### config.mk
export PLATFORM = sky130hd
export DESIGN_NAME = ascii_id_value_frame_decoder
export DESIGN_NICKNAME = d
export VERILOG_FILES = /design/src/design/avfd_pkg.sv /design/src/design/ascii_id_value_frame_decoder.sv /design/src/design/avfd_csr.sv /design/src/design/avfd_parser.sv
export SDC_FILE = /design/constraint.sdc
export NUM_CORES = 1
export LEC_CHECK = 0
export BUFFER_PORTS_ARGS = -buffer_cell sky130_fd_sc_hd__buf_2
export CORE_AREA = 2 2 247 249
export CTS_BUF_LIST = sky130_fd_sc_hd__clkbuf_8
export CTS_CLUSTER_DIAMETER = 60
export DETAILED_ROUTE_END_ITERATION = 10
export DIE_AREA = 0 0 249 251
export GPL_TIMING_DRIVEN = 1
export SLEW_MARGIN = 20
export SYNTH_ARGS = -nofsm -noshare
export SYNTH_HDL_FRONTEND = slang
export SYNTH_HIERARCHICAL = 1
export SYNTH_SLANG_ARGS = --single-unit
### constraint.sdc
create_clock -name clock -period 13.4 [get_ports clock]
set_clock_uncertainty 0.15 [all_clocks]
set_input_delay 0.67 -clock clock [delete_from_list [all_inputs] [get_ports clock]]
set_output_delay 0.67 -clock clock [all_outputs]
set_load 0.01 [all_outputs]
### src/design/avfd_pkg.sv
`default_nettype none
// ----------------------------------------------------------------------------
// avfd_pkg
// Shared types and constants of the ASCII id/value frame decoder.
// ----------------------------------------------------------------------------
package avfd_pkg;

   localparam int unsigned BYTE_W = 8;
   localparam int unsigned MANT_W = 64;
   localparam int unsigned CSR_INDEX_W = 8;

   localparam logic [CSR_INDEX_W-1:0] CSR_FIRST_START  = 8'd0;
   localparam logic [CSR_INDEX_W-1:0] CSR_SECOND_START = 8'd1;
   localparam logic [CSR_INDEX_W-1:0] CSR_SEPARATOR    = 8'd2;
   localparam logic [CSR_INDEX_W-1:0] CSR_TERMINATOR   = 8'd3;

   localparam logic [BYTE_W-1:0] RST_FIRST_START  = 8'h23;
   localparam logic [BYTE_W-1:0] RST_SECOND_START = 8'h50;
   localparam logic [BYTE_W-1:0] RST_SEPARATOR    = 8'h3D;
   localparam logic [BYTE_W-1:0] RST_TERMINATOR   = 8'h21;

   localparam logic [BYTE_W-1:0] CH_MINUS = 8'h2D;
   localparam logic [BYTE_W-1:0] CH_POINT = 8'h2E;
   localparam logic [BYTE_W-1:0] CH_ZERO  = 8'd48;

   localparam logic [BYTE_W-1:0] FRAC_MAX = 8'd255;

   typedef struct packed {
      logic [BYTE_W-1:0] first_start;
      logic [BYTE_W-1:0] second_start;
      logic [BYTE_W-1:0] separator;
      logic [BYTE_W-1:0] terminator;
   } avfd_cfg_type;

   typedef struct packed {
      logic [BYTE_W-1:0]        frame_id;
      logic                     is_negative;
      logic signed [MANT_W-1:0] mantissa;
      logic [BYTE_W-1:0]        fraction_digits;
      logic [BYTE_W-1:0]        payload_length;
      logic                     overflow;
   } avfd_result_type;

endpackage
`default_nettype wire

### src/design/ascii_id_value_frame_decoder.sv
`default_nettype none
// ----------------------------------------------------------------------------
// ascii_id_value_frame_decoder
// A result appears on rsp_ in the cycle after its terminator byte is taken.
// Throughput: one byte per cycle while req_stall is low; the Horner step is combinational.
// Input stalls only when a terminator meets a full, stalled result register.
// Reset: synchronous; restores default markers and waits for a first start.
// ----------------------------------------------------------------------------
module ascii_id_value_frame_decoder #(
   parameter int unsigned MAX_PAYLOAD = 128
) (
   input  wire logic                               clock,
   input  wire logic                               reset,
   input  wire logic                               req_valid,
   output logic                                    req_stall,
   input  wire logic [avfd_pkg::BYTE_W-1:0]        req_rx_byte,
   output logic                                    rsp_valid,
   input  wire logic                               rsp_stall,
   output logic [avfd_pkg::BYTE_W-1:0]             rsp_frame_id,
   output logic                                    rsp_is_negative,
   output logic signed [avfd_pkg::MANT_W-1:0]      rsp_mantissa,
   output logic [avfd_pkg::BYTE_W-1:0]             rsp_fraction_digits,
   output logic [avfd_pkg::BYTE_W-1:0]             rsp_payload_length,
   output logic                                    rsp_overflow,
   input  wire logic                               csr_valid,
   output logic                                    csr_ready,
   input  wire logic [avfd_pkg::CSR_INDEX_W-1:0]   csr_index,
   input  wire logic [avfd_pkg::BYTE_W-1:0]        csr_wdata
);
   import avfd_pkg::*;

   avfd_cfg_type    cfg;
   avfd_result_type result;
   avfd_result_type rsp_data_ff, rsp_data_in;
   logic            rsp_valid_ff, rsp_valid_in;
   logic            term_hit;
   logic            fire;
   logic            take;

   assign req_stall = rsp_valid_ff && rsp_stall && term_hit;
   assign take      = req_valid && !req_stall;

   avfd_csr u_csr (
      .clock     (clock),
      .reset     (reset),
      .csr_valid (csr_valid),
      .csr_ready (csr_ready),
      .csr_index (csr_index),
      .csr_wdata (csr_wdata),
      .cfg       (cfg)
   );

   avfd_parser #(
      .MAX_PAYLOAD (MAX_PAYLOAD)
   ) u_parser (
      .clock    (clock),
      .reset    (reset),
      .take     (take),
      .rx_byte  (req_rx_byte),
      .cfg      (cfg),
      .term_hit (term_hit),
      .fire     (fire),
      .result   (result)
   );

   // load on terminator, drop once taken
   always_comb begin
      rsp_valid_in = rsp_valid_ff;
      rsp_data_in  = rsp_data_ff;
      if (fire) begin
         rsp_valid_in = 1'b1;
         rsp_data_in  = result;
      end else if (!rsp_stall) begin
         rsp_valid_in = 1'b0;
      end
   end

   always_ff @(posedge clock) begin
      if (reset) begin
         rsp_valid_ff <= 1'b0;
      end else begin
         rsp_valid_ff <= rsp_valid_in;
      end
   end

   always_ff @(posedge clock) begin
      rsp_data_ff <= rsp_data_in;
   end

   assign rsp_valid           = rsp_valid_ff;
   assign rsp_frame_id        = rsp_data_ff.frame_id;
   assign rsp_is_negative     = rsp_data_ff.is_negative;
   assign rsp_mantissa        = rsp_data_ff.mantissa;
   assign rsp_fraction_digits = rsp_data_ff.fraction_digits;
   assign rsp_payload_length  = rsp_data_ff.payload_length;
   assign rsp_overflow        = rsp_data_ff.overflow;

endmodule
`default_nettype wire

### src/design/avfd_csr.sv
`default_nettype none
// ----------------------------------------------------------------------------
// avfd_csr
// Marker byte registers, written through the configuration channel.
// ----------------------------------------------------------------------------
module avfd_csr (
   input  wire logic                                clock,
   input  wire logic                                reset,
   input  wire logic                                csr_valid,
   output logic                                     csr_ready,
   input  wire logic [avfd_pkg::CSR_INDEX_W-1:0]    csr_index,
   input  wire logic [avfd_pkg::BYTE_W-1:0]         csr_wdata,
   output avfd_pkg::avfd_cfg_type                   cfg
);
   import avfd_pkg::*;

   avfd_cfg_type cfg_ff;
   avfd_cfg_type cfg_in;
   logic         wr_en;

   assign csr_ready = 1'b1;
   assign wr_en     = csr_valid && csr_ready;
   assign cfg       = cfg_ff;

   always_comb begin
      cfg_in = cfg_ff;
      if (wr_en) begin
         unique case (csr_index)
            CSR_FIRST_START:  cfg_in.first_start  = csr_wdata;
            CSR_SECOND_START: cfg_in.second_start = csr_wdata;
            CSR_SEPARATOR:    cfg_in.separator    = csr_wdata;
            CSR_TERMINATOR:   cfg_in.terminator   = csr_wdata;
            default:          cfg_in = cfg_ff;
         endcase
      end
   end

   always_ff @(posedge clock) begin
      if (reset) begin
         cfg_ff.first_start  <= RST_FIRST_START;
         cfg_ff.second_start <= RST_SECOND_START;
         cfg_ff.separator    <= RST_SEPARATOR;
         cfg_ff.terminator   <= RST_TERMINATOR;
      end else begin
         cfg_ff <= cfg_in;
      end
   end

endmodule
`default_nettype wire

### src/design/avfd_parser.sv
`default_nettype none
// ----------------------------------------------------------------------------
// avfd_parser
// Frame phase tracking and on-the-fly Horner conversion of the payload.
// ----------------------------------------------------------------------------
module avfd_parser #(
   parameter int unsigned MAX_PAYLOAD = 128
) (
   input  wire logic                          clock,
   input  wire logic                          reset,
   input  wire logic                          take,
   input  wire logic [avfd_pkg::BYTE_W-1:0]   rx_byte,
   input  wire avfd_pkg::avfd_cfg_type        cfg,
   output logic                               term_hit,
   output logic                               fire,
   output avfd_pkg::avfd_result_type          result
);
   import avfd_pkg::*;

   localparam logic [2:0] PH_FIRST   = 3'd0;
   localparam logic [2:0] PH_SECOND  = 3'd1;
   localparam logic [2:0] PH_ID      = 3'd2;
   localparam logic [2:0] PH_SEP     = 3'd3;
   localparam logic [2:0] PH_PAYLOAD = 3'd4;

   localparam logic [BYTE_W-1:0] MAX_LEN = BYTE_W'(MAX_PAYLOAD);

   localparam logic signed [MANT_W-1:0] S64_MAX = {1'b0, {(MANT_W-1){1'b1}}};
   localparam logic signed [MANT_W-1:0] S64_MIN = {1'b1, {(MANT_W-1){1'b0}}};
   localparam logic signed [MANT_W-1:0] PRE_HI  = 64'sd922337203685477580;
   localparam logic signed [MANT_W-1:0] PRE_LO  = -64'sd922337203685477580;
   localparam logic signed [MANT_W+3:0] WIDE_MAX = {4'b0000, S64_MAX};
   localparam logic signed [MANT_W+3:0] WIDE_MIN = {4'b1111, S64_MIN};

   logic [2:0]               phase_ff, phase_in;
   logic [BYTE_W-1:0]        id_ff, id_in;
   logic signed [MANT_W-1:0] mant_ff, mant_in;
   logic [BYTE_W-1:0]        frac_ff, frac_in;
   logic                     point_ff, point_in;
   logic                     minus_ff, minus_in;
   logic [BYTE_W-1:0]        count_ff, count_in;
   logic                     ovf_ff, ovf_in;

   logic signed [8:0]        digit;
   logic signed [MANT_W+3:0] mant_wide;
   logic signed [MANT_W+3:0] sum;
   logic signed [MANT_W-1:0] horner_val;
   logic                     horner_ovf;

   assign term_hit = (phase_ff == PH_PAYLOAD) && (rx_byte == cfg.terminator);
   assign fire     = take && term_hit;

   assign result.frame_id        = id_ff;
   assign result.is_negative     = minus_ff;
   assign result.mantissa        = mant_ff;
   assign result.fraction_digits = frac_ff;
   assign result.payload_length  = count_ff;
   assign result.overflow        = ovf_ff;

   assign digit     = $signed({1'b0, rx_byte}) - $signed({1'b0, CH_ZERO});
   assign mant_wide = {{4{mant_ff[MANT_W-1]}}, mant_ff};
   assign sum       = (mant_wide <<< 3) + (mant_wide <<< 1)
                      + {{(MANT_W-5){digit[8]}}, digit};

   always_comb begin
      horner_ovf = 1'b1;
      priority if (mant_ff > PRE_HI) begin
         horner_val = S64_MAX;
      end else if (mant_ff < PRE_LO) begin
         horner_val = S64_MIN;
      end else if (sum > WIDE_MAX) begin
         horner_val = S64_MAX;
      end else if (sum < WIDE_MIN) begin
         horner_val = S64_MIN;
      end else begin
         horner_val = sum[MANT_W-1:0];
         horner_ovf = 1'b0;
      end
   end

   always_comb begin
      phase_in = phase_ff;
      id_in    = id_ff;
      mant_in  = mant_ff;
      frac_in  = frac_ff;
      point_in = point_ff;
      minus_in = minus_ff;
      count_in = count_ff;
      ovf_in   = ovf_ff;
      if (take) begin
         unique case (phase_ff)
            PH_SECOND: begin
               if (rx_byte == cfg.second_start) phase_in = PH_ID;
            end
            PH_ID: begin
               id_in    = rx_byte - CH_ZERO;
               phase_in = PH_SEP;
            end
            PH_SEP: begin
               if (rx_byte == cfg.separator) phase_in = PH_PAYLOAD;
            end
            PH_PAYLOAD: begin
               priority if (term_hit) begin
                  phase_in = PH_FIRST;
                  mant_in  = '0;
                  frac_in  = '0;
                  point_in = 1'b0;
                  minus_in = 1'b0;
                  count_in = '0;
                  ovf_in   = 1'b0;
               end else if (count_ff >= MAX_LEN) begin
                  ovf_in = 1'b1;
               end else if (rx_byte == CH_MINUS) begin
                  count_in = count_ff + 1'b1;
                  minus_in = 1'b1;
               end else if (!point_ff && rx_byte == CH_POINT) begin
                  count_in = count_ff + 1'b1;
                  point_in = 1'b1;
               end else begin
                  count_in = count_ff + 1'b1;
                  mant_in  = horner_val;
                  ovf_in   = ovf_ff || horner_ovf;
                  if (point_ff && frac_ff < FRAC_MAX) frac_in = frac_ff + 1'b1;
               end
            end
            default: begin
               phase_in = (rx_byte == cfg.first_start) ? PH_SECOND : PH_FIRST;
            end
         endcase
      end
   end

   always_ff @(posedge clock) begin
      if (reset) begin
         phase_ff <= PH_FIRST;
         id_ff    <= '0;
         mant_ff  <= '0;
         frac_ff  <= '0;
         point_ff <= 1'b0;
         minus_ff <= 1'b0;
         count_ff <= '0;
         ovf_ff   <= 1'b0;
      end else begin
         phase_ff <= phase_in;
         id_ff    <= id_in;
         mant_ff  <= mant_in;
         frac_ff  <= frac_in;
         point_ff <= point_in;
         minus_ff <= minus_in;
         count_ff <= count_in;
         ovf_ff   <= ovf_in;
      end
   end

endmodule
`default_nettype wire

# [Word level (Yosys, flattened, before mapping)]
# Cells that the tools add are included.
[op_classes] add_sub_neg=6 magnitude_cmp=6 n_eq_ne=22 mux=37 n_reduce_logical=26
[op_table] cell="two-way mux 64 bit" n=8
[op_table] cell="adder 67 x 65 -> 68 bit" n=1
[op_table] cell="adder 68 bit" n=1
[op_table] cell="> comparator 68 x 64 -> 1 bit (second input constant)" n=1
[op_table] cell="< comparator 68 x 64 -> 1 bit (second input constant)" n=1
[op_table] cell="> comparator 64 x 61 -> 1 bit (second input constant)" n=1
[op_table] cell="< comparator 64 x 61 -> 1 bit (second input constant)" n=1
[op_table] cell="two-way mux 8 bit" n=7
[op_table] cell="== test 8 bit" n=4
[op_table] cell="two-way mux 1 bit" n=18
[op_table] cell="adder 8 x 1 -> 8 bit (second input constant)" n=2
[op_table] cell="== test 8 x 2 -> 1 bit (second input constant)" n=2
[op_table] cell="== test 8 x 6 -> 1 bit (second input constant)" n=2
[op_table] cell="one-hot mux 3 bit (4 select lines)" n=1
[op_table] cell="AND reduction 4 bit" n=3
[op_table] cell="AND reduction 2 bit" n=5
[op_table] cell="AND reduction 5 bit" n=2
[op_table] cell="two-way mux 3 bit" n=3
[op_table] cell="subtractor 8 x 6 -> 9 bit (second input constant)" n=1
[op_table] cell="== test 8 x 1 -> 1 bit (second input constant)" n=1
[op_table] cell=">= comparator 8 bit (second input constant)" n=1
[op_table] cell="zero test 8 bit" n=1
[op_table] cell="< comparator 8 bit (second input constant)" n=1
[op_table] cell="!= test 2 bit (second input constant)" n=4
[op_table] cell="other kinds (12)" n=25
[word_totals] reg_bits=217

# [Longest topological paths before layout]
[depth] word_depth=12 ltp_mapped=19

# [Cells and area by module]
# Netlist, hierarchy kept.
[by_module_without_submodules] module="avfd_parser" instances=1 cells_per_inst=1291 area_per_inst_um2=10740.3
[by_module_without_submodules] module="ascii_id_value_frame_decoder" instances=1 cells_per_inst=95 area_per_inst_um2=2751.4
[by_module_without_submodules] module="avfd_csr" instances=1 cells_per_inst=127 area_per_inst_um2=1341.3

# [Worst setup path after synthesis]
# OpenSTA, ideal clock, no wires.
[synth_timing] path_kind="input -> register" start="input port req_rx_byte[6] (netlist bit)" end="register u_parser.ovf_ff" setup_time_ps=132 t_arrival_ps=10450 required_ps=13118 slack_ps=2667 stages=16 n_path_buf=2 path_cell_list="clkbuf_1 -> nor3_1 -> fa_1 -> ha_1 -> buf_2 -> a21o_1 -> a21o_1 -> a21o_1 -> nor2b_1 -> o41ai_1 -> o221ai_1 -> or3_1 -> and2_1 -> or4_1 -> a2111oi_2 -> o32ai_1"
[synth_via] elab_chain_cells=12 elab_cells_between_ends=24 classes_between="2 x add/sub; 2 x order compare; 5 x eq/ne; 8 x mux; 7 x reduce/logical"
[synth_lines] item="from (decl)" line_no="ascii_id_value_frame_decoder.sv:16" source="input wire logic [avfd_pkg::BYTE_W-1:0] req_rx_byte,"
[synth_lines] item="subtractor 8 x 6 -> 9 bit" line_no="avfd_parser.sv:60" source="assign digit = $signed({1'b0, rx_byte}) - $signed({1'b0, CH_ZERO});"
[synth_lines] item="adder 68 bit" line_no="avfd_parser.sv:63" source="+ {{(MANT_W-5){digit[8]}}, digit};"
[synth_lines] item="< comparator 68 x 64 -> 1 bit" line_no="avfd_parser.sv:73" source="end else if (sum < WIDE_MIN) begin"
[synth_lines] item="two-way mux 1 bit" line_no="avfd_parser.sv:73"
[synth_lines] item="two-way mux 1 bit" line_no="avfd_parser.sv:71" source="end else if (sum > WIDE_MAX) begin"
[synth_lines] item="two-way mux 1 bit" line_no="avfd_parser.sv:69" source="end else if (mant_ff < PRE_LO) begin"
[synth_lines] item="two-way mux 1 bit" line_no="avfd_parser.sv:67" source="priority if (mant_ff > PRE_HI) begin"
[synth_lines] item="logical OR 1 bit" line_no="avfd_parser.sv:122" source="ovf_in = ovf_ff || horner_ovf;"
[synth_lines] item="two-way mux 1 bit" line_no="avfd_parser.sv:116" source="end else if (!point_ff && rx_byte == CH_POINT) begin"
[synth_lines] item="two-way mux 1 bit" line_no="avfd_parser.sv:113" source="end else if (rx_byte == CH_MINUS) begin"
[synth_lines] item="two-way mux 1 bit" line_no="avfd_parser.sv:111" source="end else if (count_ff >= MAX_LEN) begin"
[synth_lines] item="two-way mux 1 bit" line_no="avfd_parser.sv:103" source="priority if (term_hit) begin"
[synth_lines] item="to (signal assigned)" line_no="avfd_parser.sv:151" source="ovf_ff <= ovf_in;"
[synth_lines] item="to (decl)" line_no="avfd_parser.sv:42" source="logic ovf_ff, ovf_in;"
# Parallel ways exist; a longest one is shown, timed or not. The select of a mux whose other input is x is not followed.
# A chain may end at the register's enable or synchronous reset.

# [Worst setup path after layout]
[layout_timing] start="input port req_rx_byte[4] (netlist bit)" end="register u_parser.mant_ff[27]"
[layout_via] elab_chain_cells=11 elab_cells_between_ends=24 classes_between="2 x add/sub; 2 x order compare; 6 x eq/ne; 8 x mux; 6 x reduce/logical"
[layout_lines] item="subtractor 8 x 6 -> 9 bit" line_no="avfd_parser.sv:60"
[layout_lines] item="adder 68 bit" line_no="avfd_parser.sv:63"
[layout_lines] item="< comparator 68 x 64 -> 1 bit" line_no="avfd_parser.sv:73"
[layout_lines] item="two-way mux 64 bit" line_no="avfd_parser.sv:73"
[layout_lines] item="two-way mux 64 bit" line_no="avfd_parser.sv:71"
[layout_lines] item="two-way mux 64 bit" line_no="avfd_parser.sv:69"
[layout_lines] item="two-way mux 64 bit" line_no="avfd_parser.sv:67"
[layout_lines] item="two-way mux 64 bit" line_no="avfd_parser.sv:116"
[layout_lines] item="two-way mux 64 bit" line_no="avfd_parser.sv:113"
[layout_lines] item="two-way mux 64 bit" line_no="avfd_parser.sv:111"
[layout_lines] item="two-way mux 64 bit" line_no="avfd_parser.sv:103"
[layout_lines] item="to (signal assigned)" line_no="avfd_parser.sv:146" source="mant_ff <= mant_in;"
[layout_lines] item="to (decl)" line_no="avfd_parser.sv:37" source="logic signed [MANT_W-1:0] mant_ff, mant_in;"
# Parallel ways exist; a longest one is shown, timed or not. The select of a mux whose other input is x is not followed.

==> impl_metrics.yaml <==
cts:
  post_cts_buffers: 0
  cts.repair.resized: 0
  cts_sinks: 217
  numCtsBuffers: 43
  clock_latency_ns: 0.62
  cts_htree_levels: 2
  cts_root_buf: "clkbuf_8"
  clockBufferDepth: 3
  cts_hold_buf: 0
  path_clk_slew_ns: 0.05
  cts_tree: "done"
sta:
  finalHoldViolCount: 0
  tightest_slew_ns: 1.03
  drv_slew: 0
  holdWs_ns: 0.182
  fmax_mhz: 156
  max-slew-margin-rel_pct: 31.5
  min_period_ns: 6.39
  setup_ws_ns: 7.01
  rsz0062_at_grt: "false"
  final-setup-viol-count: 0
  fin_crit_sh_pct: 47.7
  final.setup.tns_ns: 0
route:
  drt_pass1_iterations: 5
  wl_per_cell_um: 17.7
  drc: 0
  ant_nets: 0
  wl_um: 42800
  routed-via-count: 12100
  drtIter0Drc: 936
  via_per_inst: 4.99
critical_path:
  required_ns: 13.73
  reg2regPathDepth: 13
  cp_data_arrival_time_ns: 6.73
  cp-start-kind: "input pin"
  r2r_end: "u_parser/mant_ff[61]"
  path_max_fanout: 60
  crit_end: "u_parser/mant_ff[27]"
  critPathLaunch: "req_rx_byte[4]"
  r2r_slack_ns: 7.76
  timing.rr.start: "u_parser/mant_ff[4]"
  path_class: "in2reg"
  end_kind: "flop"
yosys:
  yosysWarnings: 6
  synth_fp_nets: 1680
  synthTopCellsByArea: "edfxtp_1 18%, dfxtp_1 17%, fa_1 8.6%"
  synthCells: 1513
  synth-edff-count: 90
  synth.most_common_cell: "nand2_1"
  netlist_area_um2: 14800
  async_reset_ff_share_pct: 0
  synth_area_per_cell_um2: 9.80
  synth_top_area_cell: "edfxtp_1"
  synth_top_area_share_pct: 18.2
  yosysSeqAreaShare_pct: 35.4
  ys_seq_elements: 217
  synth_common_cells: "155 x nand2_1, 127 x dfxtp_1, 111 x nor2_1"
  synth_cell_types: 84
  synth_flop_cell: "dfxtp_1"
place:
  gpl.final_weighted_congestion: 0.896
  port_buffers: 120
  pre_cts_slack_ns: 5.99
  place_area_um2: 16100
  dp_hpwl_um: 31300
final_layout:
  multiInputGateArea_um2: 9090
  drive_above_1_share_pct: 16.3
  final_area_um2: 17000
  seq_area_um2: 5250
  fillers: 6271
  area_delta_synth_final_pct: 14.6
  nets: 1768
global_route:
  grt_max_degree: 71
  antenna_found_initial: 1
  grt_pass1_wl_um: 67900
  grt_util_all_layers_pct: 13.5
  overflow: 0
  grt_pass1_vias: 11900
run_status:
  status: "finished clean"
floorplan:
  pin_count: 122
  coreArea_um2: 59800
  rows: 90
  die_area_um2: 62500
  start_util_pct: 24.8
  die_y_um: 251
  die_width_um: 249
power:
  powerDensity_nw_per_um2: 88.2
  p_leak_uw: 0.00635
  ir_drop_mv: 0.0682
  finalPower_uw: 1500
job:
  drv_cap: 0
worst_hold_path:
  hp-class: "in2reg"
## power by group
group / total (uW) / switching (uW) / internal [uW]
clock: 683 / 304 / 379
combinational: 133 / 83.6 / 49.3
sequential: 683 / 0.258 / 683
total: 1500 / 388 / 1110
## cell families (layout without fill, tap and decap cells)
family,Yosys count,count (layout),synth area share [%]
AND/OR/NAND/NOR,474,474,15.8
AO/OA/AOI/OAI,420,420,21.3
flip-flops,217,217,35.4
adder cells (fa/ha/maj),138,138,14.9
buffers and inverters,117,240,3.64
XOR/XNOR,106,106,6.26
multiplexers,40,40,2.70
other,1,2,0.0253
## state kept, by name (all words and copies together) (netlist names)
name	flops
rsp_payload_length	8
u_parser/phase_ff	3
rsp_mantissa	64
u_parser/ovf_ff	1
rsp_frame_id	8
u_parser/frac_ff	8
rsp_is_negative	1
u_parser/count_ff	8
rsp_overflow	1
u_parser/id_ff	8
u_parser/point_ff	1
rsp_fraction_digits	8
u_parser/mant_ff	64
u_csr/cfg	32
u_parser/minus_ff	1
rsp_valid	1
## placed cells by master (no fill, tap or decap), types with 6 or more instances in the layout
| cell | n |
|---|---|
| xor2_1 | 50 |
| nand2b_1 | 35 |
| and2_1 | 7 |
| o211ai_1 | 15 |
| nor2b_1 | 6 |
| a211oi_1 | 56 |
| buf_4 | 10 |
| xnor2_1 | 56 |
| o22ai_1 | 6 |
| buf_2 | 119 |
| nor2_1 | 111 |
| or3_1 | 6 |
| a221oi_2 | 32 |
| o31ai_1 | 6 |
| and3_1 | 8 |
| nor4_1 | 17 |
| fa_1 | 64 |
| a21o_1 | 22 |
| o21bai_1 | 12 |
| nand4_1 | 42 |
| a211oi_2 | 14 |
| ha_1 | 74 |
| nor3_1 | 24 |
| nand3_1 | 28 |
| o21a_1 | 6 |
| clkbuf_8 | 46 |
| a31oi_1 | 13 |
| o21ai_0 | 52 |
| a221oi_1 | 32 |
| dfxtp_1 | 127 |
| a21boi_0 | 10 |
| mux2i_1 | 40 |
| a21oi_1 | 107 |
| edfxtp_1 | 90 |
| inv_1 | 48 |
| nand2_1 | 155 |
## critical path, stage by stage
cell and delay [ns]:
buf_2 0.17, ha_1 0.26, nor3_2 0.11, buf_4 0.78, fa_1 0.58, ha_1 0.41, nand2_1 0.16, nor4_2 0.47
o2111ai_1 0.34, nand4_1 0.25, nand2_1 0.14, o31ai_1 0.42, xor2_1 0.33, nor3b_1 0.13, a32oi_4 0.54, buf_4 0.52
a221oi_1 0.11, a211oi_1 0.24
## area by class of cell
class	instances	area share, %
repair buffers	130	4.11
clock inverters	34	1.42
diodes	1	0.0147
well taps	782	5.76
clock buffers	46	3.72
multi-input cells	1179	53.4
inverters	30	0.677
flip-flops and latches	217	30.9
## how the worst min path moves through the flow
stage	cells after the start	endpoint	startpoint	slack, ns
3_5_place_dp	0	rsp_frame_id[0]	u_parser/id_ff[0]	0.27
2_1_floorplan	0	rsp_frame_id[0]	u_parser/id_ff[0]	0.26
4_1_cts	3	rsp_valid	rsp_stall	0.14
6_report	3	rsp_valid	rsp_stall	0.18
3_3_place_gp	0	rsp_frame_id[1]	u_parser/id_ff[1]	0.27
5_1_grt	3	rsp_valid	rsp_stall	0.19
## metrics by stage
stage	util, %	std cells
after floorplan	-	1513
after global placement	26.9	2337
after detailed placement	26.9	2337
after CTS	28.4	2417
after global routing	28.4	2419
final	28.4	2419
## per-layer routing
metal	routed length (um)	GRT usage, %
met5	0	0
met4	840	3.74
met3	1860	2.18
met2	19600	21.6
met1	20500	18.7
(Power assumes the default switching activity.)
